<file path="config.mk">
export PLATFORM = sky130hd
export DESIGN_NAME = dst1_normal_mode_transform_top
export DESIGN_NICKNAME = d
export VERILOG_FILES = /design/src/design/dst1_pkg.sv /design/src/design/dst1_ram.sv /design/src/design/dst1_normal_mode_transform_top.sv
export VERILOG_INCLUDE_DIRS = /design/src /design/src/design
export SDC_FILE = /design/constraint.sdc
export NUM_CORES = 2
export LEC_CHECK = 0
export ABC_AREA = 1
export BUFFER_PORTS_ARGS = -buffer_cell sky130_fd_sc_hd__clkbuf_2
export CAP_MARGIN = 20
export CORE_MARGIN = 2
export CORE_UTILIZATION = 55
export CTS_CLUSTER_SIZE = 8
export DETAILED_ROUTE_END_ITERATION = 8
export HOLD_SLACK_MARGIN = 0.08
export PLACE_DENSITY = 0.71
export SETUP_SLACK_MARGIN = 0.15
export SKIP_CTS_REPAIR_TIMING = 1
export SLEW_MARGIN = 20
export SYNTH_ARGS = -nofsm -noshare
export SYNTH_HDL_FRONTEND = slang
export SYNTH_HIERARCHICAL = 1
export SYNTH_SLANG_ARGS = --single-unit
</file>
<file path="constraint.sdc">
create_clock -name clk -period 15.7 [get_ports clk]
set_input_delay 2.355 -clock clk [delete_from_list [all_inputs] [get_ports clk]]
set_output_delay 2.355 -clock clk [all_outputs]
set_load 0.02 [all_outputs]
</file>
<file path="src/design/dst1_normal_mode_transform_top_assert.svh">
// Assertion macros for the DST-I normal-mode transform block.
`ifndef DST1_NORMAL_MODE_TRANSFORM_TOP_ASSERT_SVH
`define DST1_NORMAL_MODE_TRANSFORM_TOP_ASSERT_SVH

`ifndef SYNTHESIS

// Check that cons holds in the same cycle as ante.
`define DST1_ASSERT_SAME(label, clk, rst_n, ante, cons) \
    label: assert property (@(posedge clk) disable iff (!rst_n) (ante) |-> (cons)) \
        else $error("dst1 assertion failed");

// Check that cons holds in the cycle after ante.
`define DST1_ASSERT_NEXT(label, clk, rst_n, ante, cons) \
    label: assert property (@(posedge clk) disable iff (!rst_n) (ante) |=> (cons)) \
        else $error("dst1 assertion failed");

`else

`define DST1_ASSERT_SAME(label, clk, rst_n, ante, cons)
`define DST1_ASSERT_NEXT(label, clk, rst_n, ante, cons)

`endif

`endif

</file>
<file path="src/design/dst1_pkg.sv">
// Package: sizes, constants and the coefficient magnitude table of the DST-I block.
`default_nettype none

package dst1_pkg;

    localparam int POINTS         = 32;
    localparam int COEF_FRAC_BITS = 16;
    localparam int SAMPLE_W       = 24;
    localparam int IDX_OUT_W      = 5;

    localparam int IDX_W     = $clog2(POINTS);
    localparam int MOD       = POINTS + 1;
    localparam int MOD2      = 2 * MOD;
    localparam int K_W       = $clog2(MOD2);
    localparam int MAG_N     = MOD / 2 + 1;
    localparam int MAG_IDX_W = $clog2(MAG_N);
    localparam int MAG_W     = COEF_FRAC_BITS + 1;
    localparam int COEF_W    = MAG_W + 1;
    localparam int PROD_W    = SAMPLE_W + COEF_W;
    localparam int ACC_W     = PROD_W + $clog2(POINTS);

    localparam logic [IDX_W-1:0]     LAST_IDX      = IDX_W'(POINTS - 1);
    localparam logic [IDX_OUT_W-1:0] LAST_MODE_IDX = IDX_OUT_W'(POINTS - 1);

    localparam logic [63:0] PI_Q30  = 64'd3373259426;
    localparam logic [63:0] ONE_Q30 = 64'd1 << 30;
    localparam logic [63:0] MOD64   = 64'(MOD);

    localparam logic signed [ACC_W:0] ROUND_HALF = (ACC_W + 1)'(1) <<< (COEF_FRAC_BITS - 1);
    localparam logic signed [ACC_W:0] Q_MAX      = (ACC_W + 1)'(2 ** (SAMPLE_W - 1) - 1);
    localparam logic signed [ACC_W:0] Q_MIN      = ~Q_MAX;

    localparam logic [SAMPLE_W-1:0] OUT_MAX = {1'b0, {(SAMPLE_W - 1){1'b1}}};
    localparam logic [SAMPLE_W-1:0] OUT_MIN = {1'b1, {(SAMPLE_W - 1){1'b0}}};

    typedef logic [MAG_W-1:0] mag_table_t [MAG_N];

    // Bit-by-bit integer square root, one result bit per step.
    function automatic logic [63:0] isqrt64(input logic [63:0] v_in);
        logic [63:0] v;
        logic [63:0] res;
        logic [63:0] bit_q;
        v     = v_in;
        res   = '0;
        bit_q = 64'd1 << 62;
        for (int n = 0; n < 32; n++)
        begin
            if (v >= res + bit_q)
            begin
                v   = v - (res + bit_q);
                res = (res >> 1) + bit_q;
            end
            else
            begin
                res = res >> 1;
            end
            bit_q = bit_q >> 2;
        end
        return res;
    endfunction

    localparam logic [63:0] SCALE_Q30 = isqrt64((64'd1 << 61) / MOD64);

    // sin(pi*k/MOD) in Q30 by Taylor series through the x^21 term.
    function automatic logic [63:0] sin_q30(input logic [63:0] k);
        logic [63:0]        x;
        logic [63:0]        x2;
        logic [63:0]        term;
        logic signed [63:0] sum;
        x    = (PI_Q30 * k) / MOD64;
        x2   = (x * x) >> 30;
        term = x;
        sum  = signed'(x);
        term = ((term * x2) >> 30) / 64'd6;   sum = sum - signed'(term);
        term = ((term * x2) >> 30) / 64'd20;  sum = sum + signed'(term);
        term = ((term * x2) >> 30) / 64'd42;  sum = sum - signed'(term);
        term = ((term * x2) >> 30) / 64'd72;  sum = sum + signed'(term);
        term = ((term * x2) >> 30) / 64'd110; sum = sum - signed'(term);
        term = ((term * x2) >> 30) / 64'd156; sum = sum + signed'(term);
        term = ((term * x2) >> 30) / 64'd210; sum = sum - signed'(term);
        term = ((term * x2) >> 30) / 64'd272; sum = sum + signed'(term);
        term = ((term * x2) >> 30) / 64'd342; sum = sum - signed'(term);
        term = ((term * x2) >> 30) / 64'd420; sum = sum + signed'(term);
        if (sum < 0)
        begin
            sum = '0;
        end
        if (sum > signed'(ONE_Q30))
        begin
            sum = signed'(ONE_Q30);
        end
        return unsigned'(sum);
    endfunction

    // Coefficient magnitude for each folded angle index 0..MOD/2.
    function automatic mag_table_t build_mag_table();
        mag_table_t  tbl;
        logic [63:0] mag;
        for (int kk = 0; kk < MAG_N; kk++)
        begin
            mag = sin_q30(64'(kk)) * SCALE_Q30;
            mag = (mag + (64'd1 << (59 - COEF_FRAC_BITS))) >> (60 - COEF_FRAC_BITS);
            tbl[kk] = MAG_W'(mag);
        end
        return tbl;
    endfunction

    localparam mag_table_t MAG_TABLE = build_mag_table();

endpackage

`default_nettype wire

</file>
<file path="src/design/dst1_ram.sv">
// Generic single-port-write, single-port-read RAM with registered read data.
`default_nettype none

module dst1_ram #(
    parameter int WIDTH = 24,
    parameter int DEPTH = 32
) (
    input  wire logic                     clk,
    input  wire logic                     we,
    input  wire logic [$clog2(DEPTH)-1:0] waddr,
    input  wire logic [WIDTH-1:0]         wdata,
    input  wire logic                     re,
    input  wire logic [$clog2(DEPTH)-1:0] raddr,
    output logic      [WIDTH-1:0]         rdata
);

    logic [WIDTH-1:0] mem_q [DEPTH];

    always_ff @(posedge clk)
    begin
        if (we)
        begin
            mem_q[waddr] <= wdata;
        end
    end

    always_ff @(posedge clk)
    begin
        if (re)
        begin
            rdata <= mem_q[raddr];
        end
    end

endmodule

`default_nettype wire

</file>
<file path="src/design/dst1_normal_mode_transform_top.sv">
// Top level of the orthonormal DST-I normal-mode transform.
`default_nettype none

`include "dst1_normal_mode_transform_top_assert.svh"

// DST-I transform over POINTS (32) signed Q8.16 samples. Samples enter one per
// cycle while sample_ready is high, in index order, and are written to a sample
// RAM; the request carrying the last sample of a block starts the transform, and
// the block emits POINTS results, mode 0 first, each rounded half up to Q8.16 and
// saturated with a flag. All results come from one shared multiply-accumulate fed
// by a single RAM read port, through the coefficient, product and accumulate
// stages. sample_ready is low while the RAM is being read for a block; results
// still draining from the pipeline do not block the next block's samples. A
// stalled mode output holds the whole multiply-accumulate pipeline.
module dst1_normal_mode_transform_top (
    input  wire logic                               clk,
    input  wire logic                               rst_n,
    input  wire logic                               sample_valid,
    output logic                                    sample_ready,
    input  wire logic signed [dst1_pkg::SAMPLE_W-1:0]  sample_in,
    output logic                                    mode_valid,
    input  wire logic                               mode_ready,
    output logic signed [dst1_pkg::SAMPLE_W-1:0]    mode_value,
    output logic [dst1_pkg::IDX_OUT_W-1:0]          mode_index,
    output logic                                    last_mode,
    output logic                                    saturated
);

    import dst1_pkg::*;

    // Load and issue control
    logic             sample_fire;
    logic             busy_reg;
    logic [IDX_W-1:0] load_cnt_reg;
    logic [IDX_W-1:0] i_reg;
    logic [IDX_W-1:0] j_reg;
    logic [K_W-1:0]   k_reg;
    logic             adv;
    logic             stall;
    logic             issue;
    logic             row_end;

    // Coefficient lookup
    logic [K_W-1:0]           k_unf;
    logic [K_W-1:0]           k_fold;
    logic                     k_neg;
    logic [MAG_W-1:0]         mag;
    logic signed [COEF_W-1:0] coef_mag;
    logic signed [COEF_W-1:0] coef;
    logic [K_W:0]             k_add;
    logic [K_W:0]             k_wrap;

    // Pipeline
    logic                     v_s1_reg;
    logic                     first_s1_reg;
    logic                     end_s1_reg;
    logic [IDX_W-1:0]         idx_s1_reg;
    logic signed [COEF_W-1:0] coef_s1_reg;
    logic [SAMPLE_W-1:0]      ram_rdata;

    logic                     v_s2_reg;
    logic                     first_s2_reg;
    logic                     end_s2_reg;
    logic [IDX_W-1:0]         idx_s2_reg;
    logic signed [PROD_W-1:0] prod_s2_reg;

    logic                     done_s3_reg;
    logic [IDX_W-1:0]         idx_s3_reg;
    logic signed [ACC_W-1:0]  acc_reg;

    // Rounding and output
    logic signed [ACC_W:0]    t_round;
    logic signed [ACC_W:0]    q_round;
    logic                     sat_hi;
    logic                     sat_lo;
    logic                     out_valid_reg;
    logic [SAMPLE_W-1:0]      mode_value_reg;
    logic [IDX_OUT_W-1:0]     mode_index_reg;
    logic                     last_mode_reg;
    logic                     sat_reg;

    assign sample_ready = !busy_reg;
    assign sample_fire  = sample_valid && sample_ready;

    // Hold the whole pipeline while a finished row cannot reach the output.
    assign stall   = done_s3_reg && out_valid_reg && !mode_ready;
    assign adv     = !stall;
    assign issue   = adv && busy_reg;
    assign row_end = (j_reg == LAST_IDX);

    dst1_ram #(
        .WIDTH(SAMPLE_W),
        .DEPTH(POINTS)
    ) u_sample_ram (
        .clk  (clk),
        .we   (sample_fire),
        .waddr(load_cnt_reg),
        .wdata(sample_in),
        .re   (issue),
        .raddr(j_reg),
        .rdata(ram_rdata)
    );

    // Fold k = (i+1)(j+1) mod 2M onto the first quarter wave.
    always_comb
    begin
        k_neg    = (k_reg >= K_W'(MOD));
        k_unf    = k_neg ? (k_reg - K_W'(MOD)) : k_reg;
        k_fold   = ((K_W'(MOD) - k_unf) < k_unf) ? (K_W'(MOD) - k_unf) : k_unf;
        mag      = MAG_TABLE[k_fold[MAG_IDX_W-1:0]];
        coef_mag = signed'({1'b0, mag});
        coef     = k_neg ? -coef_mag : coef_mag;
        k_add    = {1'b0, k_reg} + (K_W + 1)'(i_reg) + (K_W + 1)'(1);
        k_wrap   = (k_add >= (K_W + 1)'(MOD2)) ? (k_add - (K_W + 1)'(MOD2)) : k_add;
    end

    always_ff @(posedge clk or negedge rst_n)
    begin
        if (!rst_n)
        begin
            busy_reg     <= 1'b0;
            load_cnt_reg <= '0;
            i_reg        <= '0;
            j_reg        <= '0;
            k_reg        <= '0;
        end
        else
        begin
            if (sample_fire)
            begin
                if (load_cnt_reg == LAST_IDX)
                begin
                    load_cnt_reg <= '0;
                    busy_reg     <= 1'b1;
                    i_reg        <= '0;
                    j_reg        <= '0;
                    k_reg        <= K_W'(1);
                end
                else
                begin
                    load_cnt_reg <= load_cnt_reg + IDX_W'(1);
                end
            end
            else if (issue)
            begin
                if (row_end)
                begin
                    j_reg <= '0;
                    k_reg <= K_W'(i_reg) + K_W'(2);
                    i_reg <= i_reg + IDX_W'(1);
                    if (i_reg == LAST_IDX)
                    begin
                        busy_reg <= 1'b0;
                    end
                end
                else
                begin
                    j_reg <= j_reg + IDX_W'(1);
                    k_reg <= k_wrap[K_W-1:0];
                end
            end
        end
    end

    // Stage valids
    always_ff @(posedge clk or negedge rst_n)
    begin
        if (!rst_n)
        begin
            v_s1_reg    <= 1'b0;
            v_s2_reg    <= 1'b0;
            done_s3_reg <= 1'b0;
        end
        else if (adv)
        begin
            v_s1_reg    <= busy_reg;
            v_s2_reg    <= v_s1_reg;
            done_s3_reg <= v_s2_reg && end_s2_reg;
        end
    end

    // Stage payloads: coefficient, product, accumulate.
    always_ff @(posedge clk)
    begin
        if (adv)
        begin
            first_s1_reg <= (j_reg == '0);
            end_s1_reg   <= row_end;
            idx_s1_reg   <= i_reg;
            coef_s1_reg  <= coef;

            first_s2_reg <= first_s1_reg;
            end_s2_reg   <= end_s1_reg;
            idx_s2_reg   <= idx_s1_reg;
            prod_s2_reg  <= PROD_W'(signed'(ram_rdata)) * PROD_W'(coef_s1_reg);

            idx_s3_reg   <= idx_s2_reg;
            if (v_s2_reg)
            begin
                if (first_s2_reg)
                begin
                    acc_reg <= ACC_W'(prod_s2_reg);
                end
                else
                begin
                    acc_reg <= acc_reg + ACC_W'(prod_s2_reg);
                end
            end
        end
    end

    // Round half up, then clamp to Q8.16.
    always_comb
    begin
        t_round = (ACC_W + 1)'(acc_reg) + ROUND_HALF;
        q_round = t_round >>> COEF_FRAC_BITS;
        sat_hi  = (q_round > Q_MAX);
        sat_lo  = (q_round < Q_MIN);
    end

    always_ff @(posedge clk or negedge rst_n)
    begin
        if (!rst_n)
        begin
            out_valid_reg <= 1'b0;
        end
        else if (done_s3_reg && adv)
        begin
            out_valid_reg <= 1'b1;
        end
        else if (mode_ready)
        begin
            out_valid_reg <= 1'b0;
        end
    end

    always_ff @(posedge clk)
    begin
        if (done_s3_reg && adv)
        begin
            if (sat_hi)
            begin
                mode_value_reg <= OUT_MAX;
            end
            else if (sat_lo)
            begin
                mode_value_reg <= OUT_MIN;
            end
            else
            begin
                mode_value_reg <= q_round[SAMPLE_W-1:0];
            end
            mode_index_reg <= IDX_OUT_W'(idx_s3_reg);
            last_mode_reg  <= (idx_s3_reg == LAST_IDX);
            sat_reg        <= sat_hi || sat_lo;
        end
    end

    assign mode_valid = out_valid_reg;
    assign mode_value = signed'(mode_value_reg);
    assign mode_index = mode_index_reg;
    assign last_mode  = last_mode_reg;
    assign saturated  = sat_reg;

    `DST1_ASSERT_NEXT(a_stall_holds_acc, clk, rst_n, stall, $stable(acc_reg))
    `DST1_ASSERT_SAME(a_last_mode_index, clk, rst_n, mode_valid && last_mode, mode_index == LAST_MODE_IDX)
    `DST1_ASSERT_SAME(a_sat_clamped, clk, rst_n, mode_valid && saturated, mode_value_reg == OUT_MAX || mode_value_reg == OUT_MIN)

endmodule

`default_nettype wire

</file>
Word-level counts from Yosys, hierarchy flattened
Memory sizes are Yosys's and may differ from the RTL's. A register that Yosys moved wholly into a read port is not among the register bits.
Cells that the tools add are included.
Widths: inputs -> output; s select.
{"block": "word_totals", "ff_bits": 184, "latch_bits": 0, "mem_bits_rw": 768, "mem_bits_ro": 544, "in_bits": 28, "wordCells": 100, "memories": 2}
{"block": "classes", "addsub": 12, "n_mul": 1, "n_div": 0, "n_lt_le_gt_ge": 6, "n_eq_ne": 5, "shift": 0, "muxes": 29, "bitwise_logic": 2, "n_reduce_logical": 19}
{"memory": "u_sample_ram.mem_q", "words": 32, "word_bits": 24, "rd": 1, "rd_clocked_by_memory_dff": 1, "wr": 1, "line_no": "dst1_ram.sv:17", "text": "logic [WIDTH-1:0] mem_q [DEPTH];"}
{"memory": "(name not given)", "words": 32, "word_bits": 17, "rd": 1, "rd_clocked_by_memory_dff": 0, "wr": 0, "line_no": "dst1_normal_mode_transform_top.sv:110", "text": "mag = MAG_TABLE[k_fold[MAG_IDX_W-1:0]];"}
{"op": "$mux 17", "n": 3}
{"op": "$add 47x17->48 const B", "n": 1}
{"op": "$add 47x42->47", "n": 1}
{"op": "$mux 47", "n": 1}
{"op": "$mux 5", "n": 9}
{"op": "$mul 24x18->42", "n": 1}
{"op": "$mux 7", "n": 6}
{"op": "$gt 32x24->1 const B", "n": 1}
{"op": "$lt 32x24->1 const B", "n": 1}
{"op": "$mux 24", "n": 1}
{"op": "$eq 5x5->1 const B", "n": 4}
{"op": "$neg 17->18", "n": 1}
{"op": "$add 5x1->5 const B", "n": 3}
{"op": "$mux 1", "n": 9}
{"op": "$add 7x5->8", "n": 1}
{"op": "$add 8x1->8 const B", "n": 1}
{"op": "$ge 8x7->1 const B", "n": 1}
{"op": "$reduce_bool 2->1", "n": 4}
{"op": "$ge 7x6->1 const B", "n": 1}
{"op": "$lt 7x7->1", "n": 1}
{"op": "$sub 6x7->7 const A", "n": 1}
{"op": "$sub 7x6->7 const B", "n": 1}
{"op": "$sub 7x7->7 const B", "n": 1}
{"op": "$add 5x2->6 const B", "n": 1}
{"op": "11 further kinds", "n": 19}

Logic depth before layout (Yosys ltp)
{"block": "logic_depth", "ltp_word": 11, "ltp_mapped": 36, "ltp_nobuf": 36}

Hierarchy
The synthesis kept the hierarchy.
{"module": "dst1_ram", "instances": 1, "cells_each": 2665, "area_each_um2": 32000.7, "seq_area_each_um2": 23782.8}
{"module": "dst1_normal_mode_transform_top", "instances": 1, "cells_each": 3404, "area_each_um2": 27759.1, "seq_area_each_um2": 5390.2}

Worst setup path after synthesis
OpenSTA, ideal clock, no wires.
{"block": "synth_path", "kind": "reg2reg", "startpoint": "register u_sample_ram.rdata[23], read port of u_sample_ram.mem_q", "endpoint": "register prod_s2_reg[41] (data pin)", "setup_ns": 0.265, "t_arrival_ns": 6.344, "setup_slack_ns": 9.090, "path_stages_with_launch": 25, "path_buffers": 2, "period_less_slack_ns": 6.610, "cell_sequence": "edfxtp_1 > clkbuf_1 > clkbuf_1 > nand2_1 > fa_1 > inv_1 > fa_1 > inv_1 > fa_1 > inv_1 > fa_1 > fa_1 > inv_1 > fa_1 > inv_1 > ha_1 > nand2_1 > nor4_1 > nand2_1 > o21ai_0 > nand3_1 > nand2_1 > a31oi_1 > o21ai_0 > xor2_1"}
{"block": "synth_via", "elab_chain_len": 1}
{"item": "start, declared", "line_no": "dst1_ram.sv:14", "text": "output logic [WIDTH-1:0] rdata"}
{"item": "$mul 24x18->42", "line_no": "dst1_normal_mode_transform_top.sv:195", "text": "prod_s2_reg <= PROD_W'(signed'(ram_rdata)) * PROD_W'(coef_s1_reg);"}
{"item": "end signal, assigned", "line_no": "dst1_normal_mode_transform_top.sv:195"}
{"item": "end, declared", "line_no": "dst1_normal_mode_transform_top.sv:65", "text": "logic signed [PROD_W-1:0] prod_s2_reg;"}
No other way between the ends.
A chain may end at the register's enable or synchronous reset.

Worst setup path in the final report
{"block": "layout_path", "startpoint": "register coef_s1_reg[7]", "endpoint": "register prod_s2_reg[31] (data pin)"}
{"block": "layout_via", "elab_chain_len": 1}
{"item": "start, declared", "line_no": "dst1_normal_mode_transform_top.sv:58", "text": "logic signed [COEF_W-1:0] coef_s1_reg;"}
{"item": "start signal, assigned", "line_no": "dst1_normal_mode_transform_top.sv:190", "text": "coef_s1_reg <= coef;"}
{"item": "$mul 24x18->42", "line_no": "dst1_normal_mode_transform_top.sv:195"}
No other way between the ends.

==> flow_summary.toml <==
[run_status]
status = "completed"

[critical_path]
r2r_end = "prod_s2_reg[31]"
ff2ff_path_depth = 25
cp_num_buf_inv = 5
crit_fanout = 24
critPathLaunchType = "register"
r2r_slack_ns = 8.06
cp.required_ns = 16.19
critPathSlowestCell = "edfxtp_1"
arrival_ns = 8.13
cpLargestDelayFamily = "adder cells"
endpoint_kind = "register"
critical-path-max-stage-delay_ns = 1.11
crit_type = "reg2reg"
path_common_cell = "fa_1"
r2r-start = "coef_s1_reg[7]"

[place]
port_buffers = 60
pre_cts_slack_ns = 8.06
dp_hpwl_mm = 91.1
gp_congestion = 0.908

[sta]
worst_pin_slew_ns = 1.16
drv_slew = 0
setup_viol = 0
max_freq_mhz = 131
rsz0062_at_grt = "no"
worst_slack_ns = 8.06
tns_ns = 0
skew_ns = 0.0629
finalHoldViolCount = 0
finalCriticalPeriod_ns = 7.64
relSlewSlack_pct = 22.3
timing.final.crit_share_pct = 48.7

[clock_tree]
htree_num_levels = 4
cts-root-buf = "clkbuf_16"
cts.clk_slew.worst_paths_ns = 0.05
clockBufferDepth = 3
numCtsBuffers = 141
clock_sinks = 976
cts_tree = "done"
clock_latency_ns = 0.76

[yosys]
ys_types = 56
yosysWarnings = 6
yosysTopAreaCell = "edfxtp_1"
ys_seq_area_share_pct = 48.8
syn-instance-count = 6069
ys_ff_latch = 976
syn_area_um2 = 59800
synth_nets = 6706
synth_commonest_cells = "nand2_1 (1,915), edfxtp_1 (949), inv_1 (878), nand3_1 (703), fa_1 (427)"
synthTopCellsByArea = "edfxtp_1 (48%), fa_1 (14%), nand2_1 (12%)"
syn_area_per_cell_um2 = 9.85
synth_flop_cell = "edfxtp_1"
async_flop_share_pct = 2.77
post-synth-top-count-cell = "nand2_1"
synth_top_area_share_pct = 47.7
synth_edf_count = 949

[global_routing]
grt_pass1_vias = 41421
antenna_found_initial = 0
grt_overflow_total = 0
grt_first_pass_wirelength_mm = 227
track_usage_pct = 26.3
grt_max_degree = 214

[floorplanning]
io_pins = 61
die_area_um2 = 111000
fp.coreArea_um2 = 107000
initial_core_util_pct = 55.7
row_count = 120
dieWidth_um = 334
die_y_um = 334

[cells_and_area]
area_delta_synth_final_pct = 8.58
drive_above_1_share_pct = 6.92
diodes = 0
post-route-util_pct = 60.4
fin_nets = 6689
largest_reg_flops = 768

[min_path]
holdPathEnd = "idx_s2_reg[3]"
holdPathStages = 0
hp-class = "reg2reg"
hold_path_startpoint = "idx_s1_reg[3]"

[detailed_routing]
routed-via-count = 41752
detail-route-antenna-nets = 0
viasPerCell = 5.58
drt_pass1_iterations = 5
wl_per_cell_um = 19.4
drt_wl_total_mm = 145
drc = 0
drtIter0Drc = 3790

[job]
cap_violations = 0
through the flow:
| stage | area [um^2] | std cells | hold WS (ns) |
|---|---|---|---|
| 4_1_cts | 64900 | 7484 | 0.412 |
| 6_report | 64900 | 7485 | 0.413 |
| 5_1_grt | 64900 | 7485 | 0.419 |
| 3_3_place_gp | 60900 | 7311 | 0.401 |
| 2_1_floorplan | 59800 | 6069 | 0.400 |
| 3_5_place_dp | 60900 | 7311 | 0.405 |
cell families after synthesis:
| kind of cell | synth area share (%) |
|---|---|
| DFF | 48.8 |
| xor gates and xnor gates | 1.38 |
| AOI/OAI and AO/OA | 2.83 |
| and+or+nand+nor | 20.8 |
| adders and majority gates | 18.1 |
| buffers and inverters | 8.10 |
final cells by class:
type	count	area [um^2]
Sequential cell	976	29200
Multi-Input combinational cell	3938	25900
Clock buffer	155	3580
Timing Repair Buffer	108	686
Clock inverter	18	419
Tap cell	1403	1760
Fill cell	8647	42500
Inverter	887	3360
how the worst max path moves through the flow:
stage | start | endpoint | slack, ns | cells after the start
after floorplan | u_sample_ram/rdata[23] | prod_s2_reg[41] | 9.09 | 24
after global placement | coef_s1_reg[7] | prod_s2_reg[31] | 8.09 | 25
after detailed placement | coef_s1_reg[8] | prod_s2_reg[31] | 8.06 | 25
after CTS | coef_s1_reg[8] | prod_s2_reg[31] | 8.09 | 25
after global routing | coef_s1_reg[6] | prod_s2_reg[41] | 7.56 | 22
final | coef_s1_reg[7] | prod_s2_reg[31] | 8.06 | 25
metal layers:
| layer | part of all wire [%] | global-route usage, % |
|---|---|---|
| met2 | 49 | 44.1 |
| met4 | 4.0 | 10.7 |
| met1 | 39 | 34.4 |
| met5 | 0 | 0 |
| met3 | 7.7 | 4.04 |
cells in the final DEF, fill, tap and decap left out, types with 34 or more instances in the layout:
cell type  instances
buf_4             46
inv_1            876
clkbuf_16        141
edfxtp_1         949
nand3_1          703
nor2_2            34
o21ai_0           86
fa_1             427
or2_2             35
ha_1             182
nand2_1         1915
xor2_1            63
a21oi_1          128
nor2_1           136
clkbuf_2          60
Power is not shown: default switching activity piles up to over one toggle a cycle in this logic, so the estimate is an artifact.
